**src/design/tga_rle_pkg.sv**
```systemverilog
`default_nettype none
package tga_rle_pkg;

    localparam int COUNT_BITS_DEF = 24;
    localparam int PIX_BITS       = 32;
    localparam int QUEUE_DEPTH    = 4;

    localparam logic [7:0] RUN_BIAS  = 8'd127;
    localparam logic [2:0] BPP_RESET = 3'd4;
    localparam logic [2:0] BPP_MIN   = 3'd1;
    localparam logic [2:0] BPP_MAX   = 3'd4;

    typedef enum logic [0:0] {
        CFG_BPP   = 1'b0,
        CFG_COUNT = 1'b1
    } t_cfg_reg;

    // One completed raw pixel or run handed from the parser to the pixel counter.
    typedef struct packed {
        logic                run;
        logic [7:0]          count;
        logic                more;
        logic [PIX_BITS-1:0] value;
    } t_item;

endpackage
`default_nettype wire

```
**src/design/tga_rle_in_if.sv**
```systemverilog
`default_nettype none
interface tga_rle_in_if;
    logic       valid;
    logic       ready;
    logic [7:0] data_byte;

    modport source (output valid, output data_byte, input ready);
    modport sink (input valid, input data_byte, output ready);
endinterface
`default_nettype wire

```
**src/design/tga_rle_out_if.sv**
```systemverilog
`default_nettype none
interface tga_rle_out_if #(
    parameter int COUNT_BITS = tga_rle_pkg::COUNT_BITS_DEF
);
    logic                              valid;
    logic                              ready;
    logic [tga_rle_pkg::PIX_BITS-1:0]  pixel_value;
    logic [7:0]                        repeat_count;
    logic [COUNT_BITS-1:0]             first_index;
    logic                              overrun;
    logic                              image_complete;

    modport source (output valid, output pixel_value, output repeat_count,
                    output first_index, output overrun, output image_complete,
                    input ready);
    modport sink (input valid, input pixel_value, input repeat_count,
                  input first_index, input overrun, input image_complete,
                  output ready);
endinterface
`default_nettype wire

```
**src/design/tga_rle_cfg_if.sv**
```systemverilog
`default_nettype none
interface tga_rle_cfg_if #(
    parameter int COUNT_BITS = tga_rle_pkg::COUNT_BITS_DEF
);
    logic                    valid;
    logic                    ready;
    tga_rle_pkg::t_cfg_reg   index;
    logic [COUNT_BITS:0]     data;

    modport source (output valid, output index, output data, input ready);
    modport sink (input valid, input index, input data, output ready);
endinterface
`default_nettype wire

```
**src/design/tga_rle_fifo.sv**
```systemverilog
`default_nettype none
module tga_rle_fifo #(
    parameter int DEPTH = tga_rle_pkg::QUEUE_DEPTH
) (
    input  wire                 i_clk,
    input  wire                 i_rst_n,
    input  wire                 i_push_valid,
    output logic                o_push_ready,
    input  tga_rle_pkg::t_item  i_push_item,
    output logic                o_pop_valid,
    input  wire                 i_pop_ready,
    output tga_rle_pkg::t_item  o_pop_item
);
    localparam int PTR_BITS = (DEPTH > 1) ? $clog2(DEPTH) : 1;
    localparam int CNT_BITS = $clog2(DEPTH + 1);

    tga_rle_pkg::t_item  r_mem [DEPTH];
    logic [PTR_BITS-1:0] r_wr_ptr, n_wr_ptr;
    logic [PTR_BITS-1:0] r_rd_ptr, n_rd_ptr;
    logic [CNT_BITS-1:0] r_fill, n_fill;
    logic                w_push;
    logic                w_pop;

    assign o_push_ready = (r_fill != CNT_BITS'(DEPTH));
    assign o_pop_valid  = (r_fill != '0);
    assign o_pop_item   = r_mem[r_rd_ptr];
    assign w_push       = i_push_valid && o_push_ready;
    assign w_pop        = o_pop_valid && i_pop_ready;

    always_comb begin
        n_wr_ptr = r_wr_ptr;
        n_rd_ptr = r_rd_ptr;
        if (w_push) begin
            n_wr_ptr = (r_wr_ptr == PTR_BITS'(DEPTH - 1)) ? '0 : r_wr_ptr + 1'b1;
        end
        if (w_pop) begin
            n_rd_ptr = (r_rd_ptr == PTR_BITS'(DEPTH - 1)) ? '0 : r_rd_ptr + 1'b1;
        end
        n_fill = r_fill + CNT_BITS'(w_push) - CNT_BITS'(w_pop);
    end

    always_ff @(posedge i_clk) begin
        if (!i_rst_n) begin
            r_wr_ptr <= '0;
            r_rd_ptr <= '0;
            r_fill   <= '0;
        end else begin
            r_wr_ptr <= n_wr_ptr;
            r_rd_ptr <= n_rd_ptr;
            r_fill   <= n_fill;
        end
    end

    always_ff @(posedge i_clk) begin
        if (w_push) begin
            r_mem[r_wr_ptr] <= i_push_item;
        end
    end
endmodule
`default_nettype wire

```
**src/design/tga_rle_front.sv**
```systemverilog
`default_nettype none
module tga_rle_front (
    input  wire                 i_clk,
    input  wire                 i_rst_n,
    input  wire  [2:0]          i_bpp,
    input  wire                 i_stop,
    input  wire                 i_valid,
    output logic                o_ready,
    input  wire  [7:0]          i_data_byte,
    output logic                o_push_valid,
    input  wire                 i_push_ready,
    output tga_rle_pkg::t_item  o_item
);
    logic                             r_expect, n_expect;
    logic                             r_run, n_run;
    logic [7:0]                       r_left, n_left;
    logic [1:0]                       r_bip, n_bip;
    logic [tga_rle_pkg::PIX_BITS-1:0] r_asm, n_asm;
    logic                             r_halt;
    logic [2:0]                       w_width;
    logic                             w_last;
    logic [7:0]                       w_left_dec;
    logic                             w_take;
    logic                             w_drop;

    // Clamp the configured byte width into 1..4.
    always_comb begin
        if (i_bpp < tga_rle_pkg::BPP_MIN) begin
            w_width = tga_rle_pkg::BPP_MIN;
        end else if (i_bpp > tga_rle_pkg::BPP_MAX) begin
            w_width = tga_rle_pkg::BPP_MAX;
        end else begin
            w_width = i_bpp;
        end
    end

    assign w_last     = ({1'b0, r_bip} + 3'd1) >= w_width;
    assign w_left_dec = r_left - 8'd1;
    assign o_ready    = i_push_ready;
    assign w_take     = i_valid && o_ready;
    // Drop every byte once the pixel counter has reached the image size.
    assign w_drop     = r_halt || i_stop;

    always_comb begin
        n_expect     = r_expect;
        n_run        = r_run;
        n_left       = r_left;
        n_bip        = r_bip;
        n_asm        = r_asm;
        o_push_valid = 1'b0;
        o_item.run   = r_run;
        o_item.count = r_left;
        o_item.more  = 1'b0;
        o_item.value = (r_bip == 2'd0) ? {24'd0, i_data_byte} : {r_asm[23:0], i_data_byte};
        if (r_expect) begin
            n_run    = i_data_byte[7];
            n_left   = i_data_byte[7] ? (i_data_byte - tga_rle_pkg::RUN_BIAS)
                                      : (i_data_byte + 8'd1);
            n_expect = 1'b0;
            n_bip    = 2'd0;
            n_asm    = '0;
        end else if (!w_last) begin
            n_bip = r_bip + 2'd1;
            n_asm = o_item.value;
        end else begin
            n_bip        = 2'd0;
            n_asm        = o_item.value;
            o_push_valid = i_valid && !w_drop;
            if (r_run) begin
                n_left   = 8'd0;
                n_expect = 1'b1;
            end else begin
                o_item.count = 8'd1;
                o_item.more  = (w_left_dec != 8'd0);
                n_left       = w_left_dec;
                n_expect     = (w_left_dec == 8'd0);
            end
        end
    end

    always_ff @(posedge i_clk) begin
        if (!i_rst_n) begin
            r_expect <= 1'b1;
            r_run    <= 1'b0;
            r_left   <= '0;
            r_bip    <= '0;
            r_halt   <= 1'b0;
        end else if (w_take) begin
            if (w_drop) begin
                r_halt <= 1'b1;
            end else begin
                r_expect <= n_expect;
                r_run    <= n_run;
                r_left   <= n_left;
                r_bip    <= n_bip;
            end
        end
    end

    always_ff @(posedge i_clk) begin
        if (w_take && !w_drop) begin
            r_asm <= n_asm;
        end
    end
endmodule
`default_nettype wire

```
**src/design/tga_rle_back.sv**
```systemverilog
`default_nettype none
module tga_rle_back #(
    parameter int COUNT_BITS = tga_rle_pkg::COUNT_BITS_DEF
) (
    input  wire                                i_clk,
    input  wire                                i_rst_n,
    input  wire  [COUNT_BITS:0]                i_pixel_count,
    output logic                               o_stop,
    input  wire                                i_pop_valid,
    output logic                               o_pop_ready,
    input  tga_rle_pkg::t_item                 i_item,
    output logic                               o_valid,
    input  wire                                i_ready,
    output logic [tga_rle_pkg::PIX_BITS-1:0]   o_pixel_value,
    output logic [7:0]                         o_repeat_count,
    output logic [COUNT_BITS-1:0]              o_first_index,
    output logic                               o_overrun,
    output logic                               o_image_complete
);
    localparam int CW = COUNT_BITS + 1;

    logic                             r_valid;
    logic                             r_halted;
    logic [CW-1:0]                    r_written;
    logic [tga_rle_pkg::PIX_BITS-1:0] r_value;
    logic [7:0]                       r_repeat;
    logic [COUNT_BITS-1:0]            r_first;
    logic                             r_over;
    logic                             r_done;

    logic                             w_take;
    logic                             w_blocked;
    logic [7:0]                       w_rep_in;
    logic [CW:0]                      w_sum;
    logic                             w_past;
    logic [CW-1:0]                    w_gap;
    logic [7:0]                       w_rep_out;
    logic [CW-1:0]                    w_written_new;
    logic                             w_done;
    logic                             w_over;

    assign o_pop_ready = !r_valid || i_ready;
    assign w_take      = i_pop_valid && o_pop_ready;
    assign w_blocked   = r_halted || (r_written >= i_pixel_count);
    assign o_stop      = w_blocked;

    always_comb begin
        if (!i_item.run) begin
            w_rep_in = 8'd1;
        end else if (i_item.count == 8'd0) begin
            w_rep_in = 8'd1;
        end else begin
            w_rep_in = i_item.count;
        end
        w_sum         = {1'b0, r_written} + {{(CW + 1 - 8){1'b0}}, w_rep_in};
        w_past        = w_sum > {1'b0, i_pixel_count};
        w_gap         = i_pixel_count - r_written;
        // Cut a run to the pixels still missing.
        w_rep_out     = w_past ? w_gap[7:0] : w_rep_in;
        w_written_new = w_past ? i_pixel_count : w_sum[CW-1:0];
        w_done        = w_sum >= {1'b0, i_pixel_count};
        w_over        = i_item.run ? w_past : (w_done && i_item.more);
    end

    always_ff @(posedge i_clk) begin
        if (!i_rst_n) begin
            r_valid   <= 1'b0;
            r_halted  <= 1'b0;
            r_written <= '0;
        end else begin
            if (w_take && !w_blocked) begin
                r_valid   <= 1'b1;
                r_written <= w_written_new;
                r_halted  <= w_done;
            end else begin
                if (i_ready) begin
                    r_valid <= 1'b0;
                end
                if (w_take) begin
                    r_halted <= 1'b1;
                end
            end
        end
    end

    always_ff @(posedge i_clk) begin
        if (w_take && !w_blocked) begin
            r_value  <= i_item.value;
            r_repeat <= w_rep_out;
            r_first  <= r_written[COUNT_BITS-1:0];
            r_over   <= w_over;
            r_done   <= w_done;
        end
    end

    assign o_valid          = r_valid;
    assign o_pixel_value    = r_value;
    assign o_repeat_count   = r_repeat;
    assign o_first_index    = r_first;
    assign o_overrun        = r_over;
    assign o_image_complete = r_done;
endmodule
`default_nettype wire

```
**src/design/tga_rle_pixel_decoder_core.sv**
```systemverilog
`default_nettype none
// Run-length decoder for the image body of a TGA file.
// Channels: i_in takes one encoded byte per request; o_out gives one request per
// completed raw pixel or run (value, repeat count, first pixel index, overrun and
// image-complete flags); i_cfg writes bytes_per_pixel (index 0) and pixel_count
// (index 1) and is always ready. Write i_cfg only while the decoder is idle.
// Throughput: one byte per cycle, sustained, while o_out keeps taking results.
// On its way to o_out a result is registered in the pixel queue and then in the
// output register: the parser writes it into the queue when its last byte is
// taken, and the pixel counter moves it on once the output register is free or
// is being read out. Packet header bytes and leading pixel bytes give no result.
// The parser and the pixel counter are parted by a four-entry queue: when o_out
// stalls, the output register holds, the queue fills and i_in.ready drops only
// once it is full.
// After the last pixel of the image is written the decoder halts and takes but
// drops every further byte until reset.
// Reset (synchronous, i_rst_n low) sets bytes_per_pixel to 4, pixel_count to 1,
// clears the queue and the pixel counter and waits for a packet header byte.
module tga_rle_pixel_decoder_core #(
    parameter int COUNT_BITS = tga_rle_pkg::COUNT_BITS_DEF
) (
    input  wire            i_clk,
    input  wire            i_rst_n,
    tga_rle_in_if.sink     i_in,
    tga_rle_out_if.source  o_out,
    tga_rle_cfg_if.sink    i_cfg
);
    logic [2:0]          r_bpp;
    logic [COUNT_BITS:0] r_pixel_count;

    logic                w_stop;
    logic                w_push_valid;
    logic                w_push_ready;
    tga_rle_pkg::t_item  w_push_item;
    logic                w_pop_valid;
    logic                w_pop_ready;
    tga_rle_pkg::t_item  w_pop_item;

    assign i_cfg.ready = 1'b1;

    always_ff @(posedge i_clk) begin
        if (!i_rst_n) begin
            r_bpp         <= tga_rle_pkg::BPP_RESET;
            r_pixel_count <= (COUNT_BITS + 1)'(1);
        end else if (i_cfg.valid) begin
            case (i_cfg.index)
                tga_rle_pkg::CFG_BPP:   r_bpp <= i_cfg.data[2:0];
                tga_rle_pkg::CFG_COUNT: r_pixel_count <= i_cfg.data;
                default: ;
            endcase
        end
    end

    tga_rle_front u_front (
        .i_clk        (i_clk),
        .i_rst_n      (i_rst_n),
        .i_bpp        (r_bpp),
        .i_stop       (w_stop),
        .i_valid      (i_in.valid),
        .o_ready      (i_in.ready),
        .i_data_byte  (i_in.data_byte),
        .o_push_valid (w_push_valid),
        .i_push_ready (w_push_ready),
        .o_item       (w_push_item)
    );

    tga_rle_fifo #(
        .DEPTH (tga_rle_pkg::QUEUE_DEPTH)
    ) u_fifo (
        .i_clk        (i_clk),
        .i_rst_n      (i_rst_n),
        .i_push_valid (w_push_valid),
        .o_push_ready (w_push_ready),
        .i_push_item  (w_push_item),
        .o_pop_valid  (w_pop_valid),
        .i_pop_ready  (w_pop_ready),
        .o_pop_item   (w_pop_item)
    );

    tga_rle_back #(
        .COUNT_BITS (COUNT_BITS)
    ) u_back (
        .i_clk            (i_clk),
        .i_rst_n          (i_rst_n),
        .i_pixel_count    (r_pixel_count),
        .o_stop           (w_stop),
        .i_pop_valid      (w_pop_valid),
        .o_pop_ready      (w_pop_ready),
        .i_item           (w_pop_item),
        .o_valid          (o_out.valid),
        .i_ready          (o_out.ready),
        .o_pixel_value    (o_out.pixel_value),
        .o_repeat_count   (o_out.repeat_count),
        .o_first_index    (o_out.first_index),
        .o_overrun        (o_out.overrun),
        .o_image_complete (o_out.image_complete)
    );
endmodule
`default_nettype wire

```
**src/flat_wrapper.sv**
```systemverilog
// flat-port wrapper written by rule: the top's interface ports become plain ports
module tga_rle_pixel_decoder_core_flat 
#(
    parameter int COUNT_BITS = tga_rle_pkg::COUNT_BITS_DEF
)
  (i_clk, i_rst_n, i_in_valid, i_in_data_byte, i_in_ready, o_out_valid, o_out_pixel_value, o_out_repeat_count, o_out_first_index, o_out_overrun, o_out_image_complete, o_out_ready, i_cfg_valid, i_cfg_index, i_cfg_data, i_cfg_ready);
  tga_rle_in_if i_in_i ();
  tga_rle_out_if #(.COUNT_BITS(COUNT_BITS)) o_out_i ();
  tga_rle_cfg_if #(.COUNT_BITS(COUNT_BITS)) i_cfg_i ();
  input  wire i_clk;
  input  wire i_rst_n;
  input wire logic [$bits(i_in_i.valid)-1:0] i_in_valid;
  input wire logic [$bits(i_in_i.data_byte)-1:0] i_in_data_byte;
  output wire logic [$bits(i_in_i.ready)-1:0] i_in_ready;
  output wire logic [$bits(o_out_i.valid)-1:0] o_out_valid;
  output wire logic [$bits(o_out_i.pixel_value)-1:0] o_out_pixel_value;
  output wire logic [$bits(o_out_i.repeat_count)-1:0] o_out_repeat_count;
  output wire logic [$bits(o_out_i.first_index)-1:0] o_out_first_index;
  output wire logic [$bits(o_out_i.overrun)-1:0] o_out_overrun;
  output wire logic [$bits(o_out_i.image_complete)-1:0] o_out_image_complete;
  input wire logic [$bits(o_out_i.ready)-1:0] o_out_ready;
  input wire logic [$bits(i_cfg_i.valid)-1:0] i_cfg_valid;
  input wire logic [$bits(i_cfg_i.index)-1:0] i_cfg_index;
  input wire logic [$bits(i_cfg_i.data)-1:0] i_cfg_data;
  output wire logic [$bits(i_cfg_i.ready)-1:0] i_cfg_ready;
  assign i_in_i.valid = i_in_valid;
  assign i_in_i.data_byte = i_in_data_byte;
  assign i_in_ready = i_in_i.ready;
  assign o_out_valid = o_out_i.valid;
  assign o_out_pixel_value = o_out_i.pixel_value;
  assign o_out_repeat_count = o_out_i.repeat_count;
  assign o_out_first_index = o_out_i.first_index;
  assign o_out_overrun = o_out_i.overrun;
  assign o_out_image_complete = o_out_i.image_complete;
  assign o_out_i.ready = o_out_ready;
  assign i_cfg_i.valid = i_cfg_valid;
  assign i_cfg_i.index = i_cfg_index;
  assign i_cfg_i.data = i_cfg_data;
  assign i_cfg_ready = i_cfg_i.ready;
  tga_rle_pixel_decoder_core #(.COUNT_BITS(COUNT_BITS)) u_core (.i_clk(i_clk), .i_rst_n(i_rst_n), .i_in(i_in_i), .o_out(o_out_i), .i_cfg(i_cfg_i));
endmodule
```
**config.mk**
```make
export PLATFORM = sky130hd
export DESIGN_NAME = tga_rle_pixel_decoder_core_flat
export DESIGN_NICKNAME = d
export VERILOG_FILES = /design/src/design/tga_rle_pkg.sv /design/src/design/tga_rle_in_if.sv /design/src/design/tga_rle_out_if.sv /design/src/design/tga_rle_cfg_if.sv /design/src/design/tga_rle_fifo.sv /design/src/design/tga_rle_front.sv /design/src/design/tga_rle_back.sv /design/src/design/tga_rle_pixel_decoder_core.sv /design/src/flat_wrapper.sv
export SDC_FILE = /design/constraint.sdc
export NUM_CORES = 1
export LEC_CHECK = 0
export BUFFER_PORTS_ARGS = -buffer_cell sky130_fd_sc_hd__buf_2
export CORE_MARGIN = 2
export CORE_UTILIZATION = 52
export CTS_CLUSTER_DIAMETER = 50
export DETAILED_ROUTE_END_ITERATION = 8
export GPL_TIMING_DRIVEN = 0
export PLACE_DENSITY = 0.73
export SLEW_MARGIN = 20
export SYNTH_ARGS = -nofsm -noshare
export SYNTH_HDL_FRONTEND = slang
export SYNTH_SLANG_ARGS = --single-unit
```
**constraint.sdc**
```tcl
create_clock -name i_clk -period 5.35 [get_ports i_clk]
set_input_delay 0.2675 -clock i_clk [delete_from_list [all_inputs] [get_ports i_clk]]
set_output_delay 0.2675 -clock i_clk [all_outputs]
set_load 0.05 [all_outputs]
```
==> run summary, run 1 <==
Status: finished, violations left
Failing checks: negative setup slack
Post-detail-place hpwl: 21.0 mm
Synth cell types: 68
Min-Delay Path Depth: 1
Largest net degree at the start of global routing: 44
Area leader, netlist: edfxtp_1
Worst Hold Margin: 0.0117 ns
Buf/Inv on CP: 6
Setup CP Type: reg2reg
Clock Latency Late Sink: 0.55 ns
Tmin final: 5.42 ns
Gr usage total: 21.4%
CTS tree: done
Number of cell rows: 62
Pre-CTS setup slack: -1.46 ns
R2r endpoint: u_core.u_back.r_written[16]
Reg2reg path depth: 26
Initial core utilization: 52.5%
Post-synthesis sequential area ratio: 62.0%
Share of post-route cells with drive strength above 1: 25.4%
Overflow after GRT: 0
Port Buffers: 105
Clock Skews: 0.0214 ns
Max_slew headroom: 52.7%
Via density: 5.56
Clk root buf: clkbuf_16
Top cells by area, synth: edfxtp_1, dfxtp_1, ha_1
CP Launch Type: register
Most used cell, CP: buf_12
Core ar.: 0.0285 sq mm
Max-Cap Viols: 0
Yosys warns: 0
Via Count: 9675
CP delay by family, top: simple AND/OR/NAND/NOR gates
TritonCTS Buffers: 39
CP max stage cell: mux4_2
Slew Limit Fails: 0
Setup violators final: 11
Vias in the first global route: 9502
Slew @ Worst Pin: 0.704 ns
Hold path start: i_in_data_byte[4]
Peak VDD IR: 0.371 mV
Peak Freq: 184 MHz
Mapped Cells: 1116
Detailed Route WL: 33.1 mm
Worst-path maximum fanout: 8
Hold Path Class: in2reg
DRT Pass-1 Iters: 6
Mapped cell area: 0.0150 sq mm
H-tree levels: 2
ANT cells: 0
Pwr dens: 605 mW/mm^2
First DRT Iteration DRCs: 843
FFs w/ async S/R, synth: 0%
First-pass GRT wire length: 50.9 mm
Synth Net Count: 1238
Die width: 174 microns
RSZ-0062 raised after global routing: yes
Worst Hold End: u_core.u_fifo.r_mem[2][4]
Die area: 0.0302 sq mm
Number of synthesized flops with an enable pin: 258
Clock Path Buffers: 3
Critical Path AT: 5.83 ns
Setup crit end kind: register
Die H: 174 microns
Placer Congestion: 0.921
Avg WL per Cell: 19.0 microns
Mean Syn Cell Area: 13.4 sq um
Ports: 108
Final setup margin: -0.0738 ns
Initial antenna violation count: 1
Fin nets: 1447
Antenna-violating nets left: 0
Post-synthesis register bit count: 335
CTS sink cnt: 335
R2R Setup Slk: -0.07 ns
CP Depth: 26
Post-synth top flop: edfxtp_1
Static Leak: 6.97 nW
Req. time, crit path: 5.76 ns
Drc violations: 0
Tcrit/Tclk final: 101%
Hold Violations, Final: 0
CP peak stage delay: 0.53 ns
Top cell type's share of synthesized area: 51.7%
P&R area growth vs syn: 22.8%
Clock-pin slew on the worst setup and hold paths: 0.06 ns
worst max-delay path by stage:
stage / from / endpoint / slack (ns)
final: register / u_core.u_back.r_written[16] / -0.07
after global routing: register / u_core.u_back.r_written[16] / -0.26
after CTS: register / u_core.u_back.r_written[10] / -0.01
after detailed placement: register / u_core.u_back.o_repeat_count[0] / -1.46
after global placement: register / u_core.u_back.o_repeat_count[1] / -1.43
after floorplan: register / u_core.u_back.o_repeat_count[0] / 0.09
synth_stat cells, drive strengths merged, types with 6 or more instances:
cell / instances
mux2i: 24
xnor2: 25
a21oi: 66
nand2b: 6
inv: 59
o22ai: 7
ha: 80
clkbuf: 27
o211ai: 9
nand3b: 6
and2: 38
edfxtp: 258
xor2: 12
nor2: 59
o2bb2ai: 12
o21ai: 26
mux4: 42
nor3: 9
nand3: 25
nand2: 109
dfxtp: 77
nor2b: 36
a31oi: 11
nor4: 9
a21o: 8
buf: 17
nand4: 14
cell families (layout without fill, tap and decap cells):
kind of cell    Yosys count  in the layout  share of synthesized area (%)
flops                   335            335                           62.0
simple gates            324            324                           10.8
compound gates          166            166                           6.99
buf+inv                 104            343                           3.06
fa+ha+maj                83             83                           7.08
mux                      66             66                           7.91
xor+xnor                 37             37                           2.16
other cells               1              1                         0.0250
stage by stage:
stage	cell area, sq um	util [%]	cells	power (W)	TNS [ns]
finish	18400	64.5	1739	0.0111	-0.241
global route	18400	64.5	1739	0.0117	-5.58
CTS	18100	63.5	1727	0.0109	-0.0356
detailed placement	16000	56.2	1606	0.00783	-46.48
global placement	16000	56.0	1605	0.00776	-44.69
floorplan	15000	-	1116	0.00681	0
per-layer routing:
metal / vias up / part of all wire (%) / global-route usage, %
met3: 71 / 6.2 / 3.46
met1: 4710 / 44 / 30.8
met4: 0 / 2.5 / 5.95
li1: 4552 / - / -
met5: - / 0 / 0
met2: 342 / 48 / 34.0
layout make-up:
cell class / instances / area [sq um]
Buffer: 42 / 275
Clock buffer: 48 / 1070
Clock inverter: 23 / 297
Fill cell: 2077 / 10100
Inverter: 60 / 225
Multi-Input combinational cell: 677 / 5560
Sequential cell: 335 / 9290
Tap cell: 384 / 480
Timing Repair Buffer: 170 / 1200
timing repair:
item                                    4_1_cts  5_1_grt
pin swaps                                    18       25
hold buffers                                 27        0
setup buffers                                23       12
hold endpoints to repair                     36        0
cloned                                        2        0
gates resized for setup                      48       44
endpoints found under the setup margin       36       33
cell usage in the layout (no fill, tap or decap), types with 5 or more instances in the layout:
cell / instances
dlygate4sd3_1: 27
a21oi_1: 56
nand4_1: 13
a31oi_1: 10
clkbuf_1: 28
nand2_1: 97
dfxtp_1: 75
nor2_1: 50
inv_1: 56
nand3b_1: 6
buf_2: 112
o211ai_1: 9
mux4_2: 42
nor2_4: 5
and2_1: 34
a21o_1: 8
ha_1: 77
clkinv_1: 5
mux2i_1: 21
xor2_1: 11
nand3_1: 21
o21ai_0: 19
nor3_1: 7
buf_6: 6
buf_4: 29
buf_12: 8
xnor2_1: 24
clkbuf_16: 40
a21oi_2: 10
nand2_2: 9
o2bb2ai_1: 12
edfxtp_1: 258
nor4_1: 5
nor2b_1: 35
o22ai_1: 6
nand2b_1: 6
report_power, final:
group          leakage (nW)  total [W]  internal, W  switching (W)
clock network         0.662    0.00272      0.00161        0.00111
logic                  3.25    0.00469      0.00167        0.00303
registers              3.06    0.00373      0.00352       0.000208
total                  6.97     0.0111      0.00680        0.00435
state kept, by name (all words and copies together), names as in the netlist, 2 cells and up, named ones only:
name,count
u_core.u_back.o_first_index,24
u_core.u_front.r_asm,24
u_core.u_fifo.r_fill,3
u_core.r_bpp,3
u_core.u_fifo.r_wr_ptr,2
u_core.u_back.o_repeat_count,8
u_core.u_front.r_left,8
u_core.u_back.o_pixel_value,32
u_core.u_fifo.r_mem,168
u_core.r_pixel_count,25
u_core.u_back.r_written,25
u_core.u_front.r_bip,2
u_core.u_fifo.r_rd_ptr,2
worst reg2reg max path: stages (launching register included):
cell       delay, ns
dfxtp_2         0.33
buf_8           0.12
buf_12          0.11
mux4_2          0.53
nor4_2          0.27
nand2_1         0.07
nand3b_1        0.12
ha_2            0.21
inv_2           0.04
fa_2            0.37
nor2b_4         0.16
o2111ai_4       0.15
a31oi_4         0.26
nand2_4         0.13
nor2_2          0.12
xor2_1          0.22
ha_1            0.28
nand4_1         0.12
inv_1           0.09
a2111oi_4       0.37
o22ai_2         0.12
or2_1           0.25
a21oi_2         0.15
buf_6           0.19
buf_12          0.15
mux2i_2         0.24
o2bb2ai_1       0.11
(Power assumes the default switching activity.)
==> run 2: changes to the inputs <==
--- a/config.mk
+++ b/config.mk
@@ -5,13 +5,13 @@
 export SDC_FILE = /design/constraint.sdc
 export NUM_CORES = 1
 export LEC_CHECK = 0
-export BUFFER_PORTS_ARGS = -buffer_cell sky130_fd_sc_hd__buf_2
 export CORE_MARGIN = 2
 export CORE_UTILIZATION = 52
 export CTS_CLUSTER_DIAMETER = 50
 export DETAILED_ROUTE_END_ITERATION = 8
+export DONT_BUFFER_PORTS = 1
 export GPL_TIMING_DRIVEN = 0
-export PLACE_DENSITY = 0.73
+export PLACE_DENSITY = 0.7
 export SLEW_MARGIN = 20
 export SYNTH_ARGS = -nofsm -noshare
 export SYNTH_HDL_FRONTEND = slang
==> run 2 against run 1 <==
  * The run still ends with negative setup slack left
  * Clock power down 3%
  * Global-route usage up 0.12 points
  * Die area stayed put
  * Clock skew hardly changed
  * Non-clock buffer count fell by 99
  * Worst hold slack gained 0.0085 ns
  * Combinational power is 25% lower
  * Critical path type unchanged
  * Largest power group is now sequential cells
  * Highest routed layer unchanged
==> run summary, run 2 (synthesis gave the netlist of run 1 again) <==
Status: finished, violations left
Failing checks: negative setup slack
Final cell count without fillers: 1641
Commonest cells after routing, fill and taps aside: edfxtp_1, nand2_1, ha_1, dfxtp_1, a21oi_1
Core ar.: 0.0285 sq mm
R2R Setup Slk: -0.13 ns
Setup CP Type: reg2reg
First-pass GRT wire length: 50.9 mm
Worst Hold End: u_core.u_front.r_asm[5]
Slew @ Worst Pin: 0.711 ns
Hold path start: i_in_data_byte[5]
Initial antenna violation count: 1
Placer Congestion: 0.895
Port Buffers: 0
Vias in the first global route: 9181
Avg WL per Cell: 20.0 microns
Gr usage total: 21.5%
Post-detail-place hpwl: 21.1 mm
Antenna-violating nets left: 0
Slew Limit Fails: 0
Clock-pin slew on the worst setup and hold paths: 0.06 ns
Hold Violations, Final: 0
ANT cells: 0
Pre-CTS setup slack: -1.53 ns
Peak Freq: 182 MHz
Buf/Inv on CP: 6
Multi-input logic area: 0.00555 sq mm
Setup violators final: 32
RSZ-0062 raised after global routing: yes
CTS tree: done
CP Launch Type: register
Ports: 108
Clock Path Buffers: 3
Sw Pwr: 0.00424 W
Clock power share: 24.3%
Die area: 0.0302 sq mm
CP peak stage delay: 0.54 ns
Combinational share of power: 32.4%
Clock Latency Late Sink: 0.53 ns
Peak VDD IR: 0.465 mV
Hold Path Class: in2reg
Pwr dens: 609 mW/mm^2
Overflow after GRT: 0
Final setup margin: -0.134 ns
Drc violations: 0
TritonCTS Buffers: 39
CP max stage cell: mux4_2
Reg2reg path depth: 26
Sw frac: 39.0%
Min-Delay Path Depth: 1
Storage element area: 0.00929 sq mm
FILL cells: 2167
Internal: 0.00662 W
Via density: 5.66
Worst-path maximum fanout: 17
Register with the most flip-flops: u_core.u_fifo.r_mem
Clk root buf: clkbuf_16
R2r endpoint: u_core.u_back.o_repeat_count[4]
First DRT Iteration DRCs: 732
Clock Skews: 0.0209 ns
Sequential share of power: 43.4%
Setup crit end kind: register
CTS sink cnt: 335
Max-Cap Viols: 0
Tmin final: 5.48 ns
Die width: 174 microns
Largest net degree at the start of global routing: 47
Via Count: 9290
Req. time, crit path: 5.60 ns
Die H: 174 microns
Initial core utilization: 52.5%
Non-Filler Cell Area, Final: 0.0178 sq mm
Detailed Route WL: 32.8 mm
Share of post-route cells with drive strength above 1: 17.9%
H-tree levels: 2
Layout Utilization: 62.5%
CP delay by family, top: simple AND/OR/NAND/NOR gates
Commonest non-fill, non-tap cell in the layout: edfxtp_1
Static Leak: 6.55 nW
DRT Pass-1 Iters: 5
Max_slew headroom: 52.1%
Max reg flops: 168
P&R area growth vs syn: 19.0%
Placed inst area: 0.0155 sq mm
Fin nets: 1348
Tcrit/Tclk final: 103%
Placed cell count: 1501
Critical Path AT: 5.73 ns
Number of cell rows: 62
Setup_tns: -2.42 ns
## run 2: final cells by class
cell class	instances	share of cell area, %
Tap cell	384	2.69
Timing Repair Buffer	71	3.98
Clock inverter	20	1.25
Multi-Input combinational cell	677	31.1
Buffer	42	1.61
Inverter	60	1.26
Clock buffer	52	6.02
Sequential cell	335	52.1
## run 2: timing repair
item	4_1_cts	5_1_grt
endpoints found under the hold margin	70	0
resized for setup	41	48
cloned	1	1
setup endpoints to repair	36	34
hold buffers	35	0
pin swaps	11	35
buffers inserted	19	15
## run 2: stage by stage
| stage | power [W] | hold slack, ns |
|---|---|---|
| 2_1_floorplan | 0.00681 | 0.366 |
| 3_3_place_gp | 0.00759 | 0.367 |
| 3_5_place_dp | 0.00766 | 0.367 |
| 4_1_cts | 0.0106 | 0.00920 |
| 5_1_grt | 0.0114 | 0.00611 |
| 6_report | 0.0109 | 0.0202 |
## run 2: layer usage
metal,vias up,routed length (microns),GRT usage [%]
li1,4345,-,-
met5,-,0,0
met2,327,15200,33.7
met1,4557,14800,31.0
met3,61,2080,4.30
met4,0,697,5.78
## run 2: worst max path at each step
stage              from                               to  slack, ns  depth (start not counted)
6_report       register  u_core.u_back.o_repeat_count[4]      -0.13                         26
5_1_grt        register      u_core.u_back.r_written[19]      -0.39                         26
4_1_cts        register      u_core.u_back.r_written[24]      -0.07                         25
3_5_place_dp   register  u_core.u_back.o_repeat_count[0]      -1.53                         25
3_3_place_gp   register  u_core.u_back.o_repeat_count[1]      -1.60                         25
2_1_floorplan  register  u_core.u_back.o_repeat_count[0]       0.09                         26
## run 2: power groups by stage
stage	Sequential, W	Clock [W]	Combinational, W
finish	0.00471	0.00264	0.00351
global placement	0.00477	0	0.00282
CTS	0.00471	0.00268	0.00317
detailed placement	0.00475	0	0.00291
floorplan	0.00467	0	0.00214
global route	0.00475	0.00280	0.00383
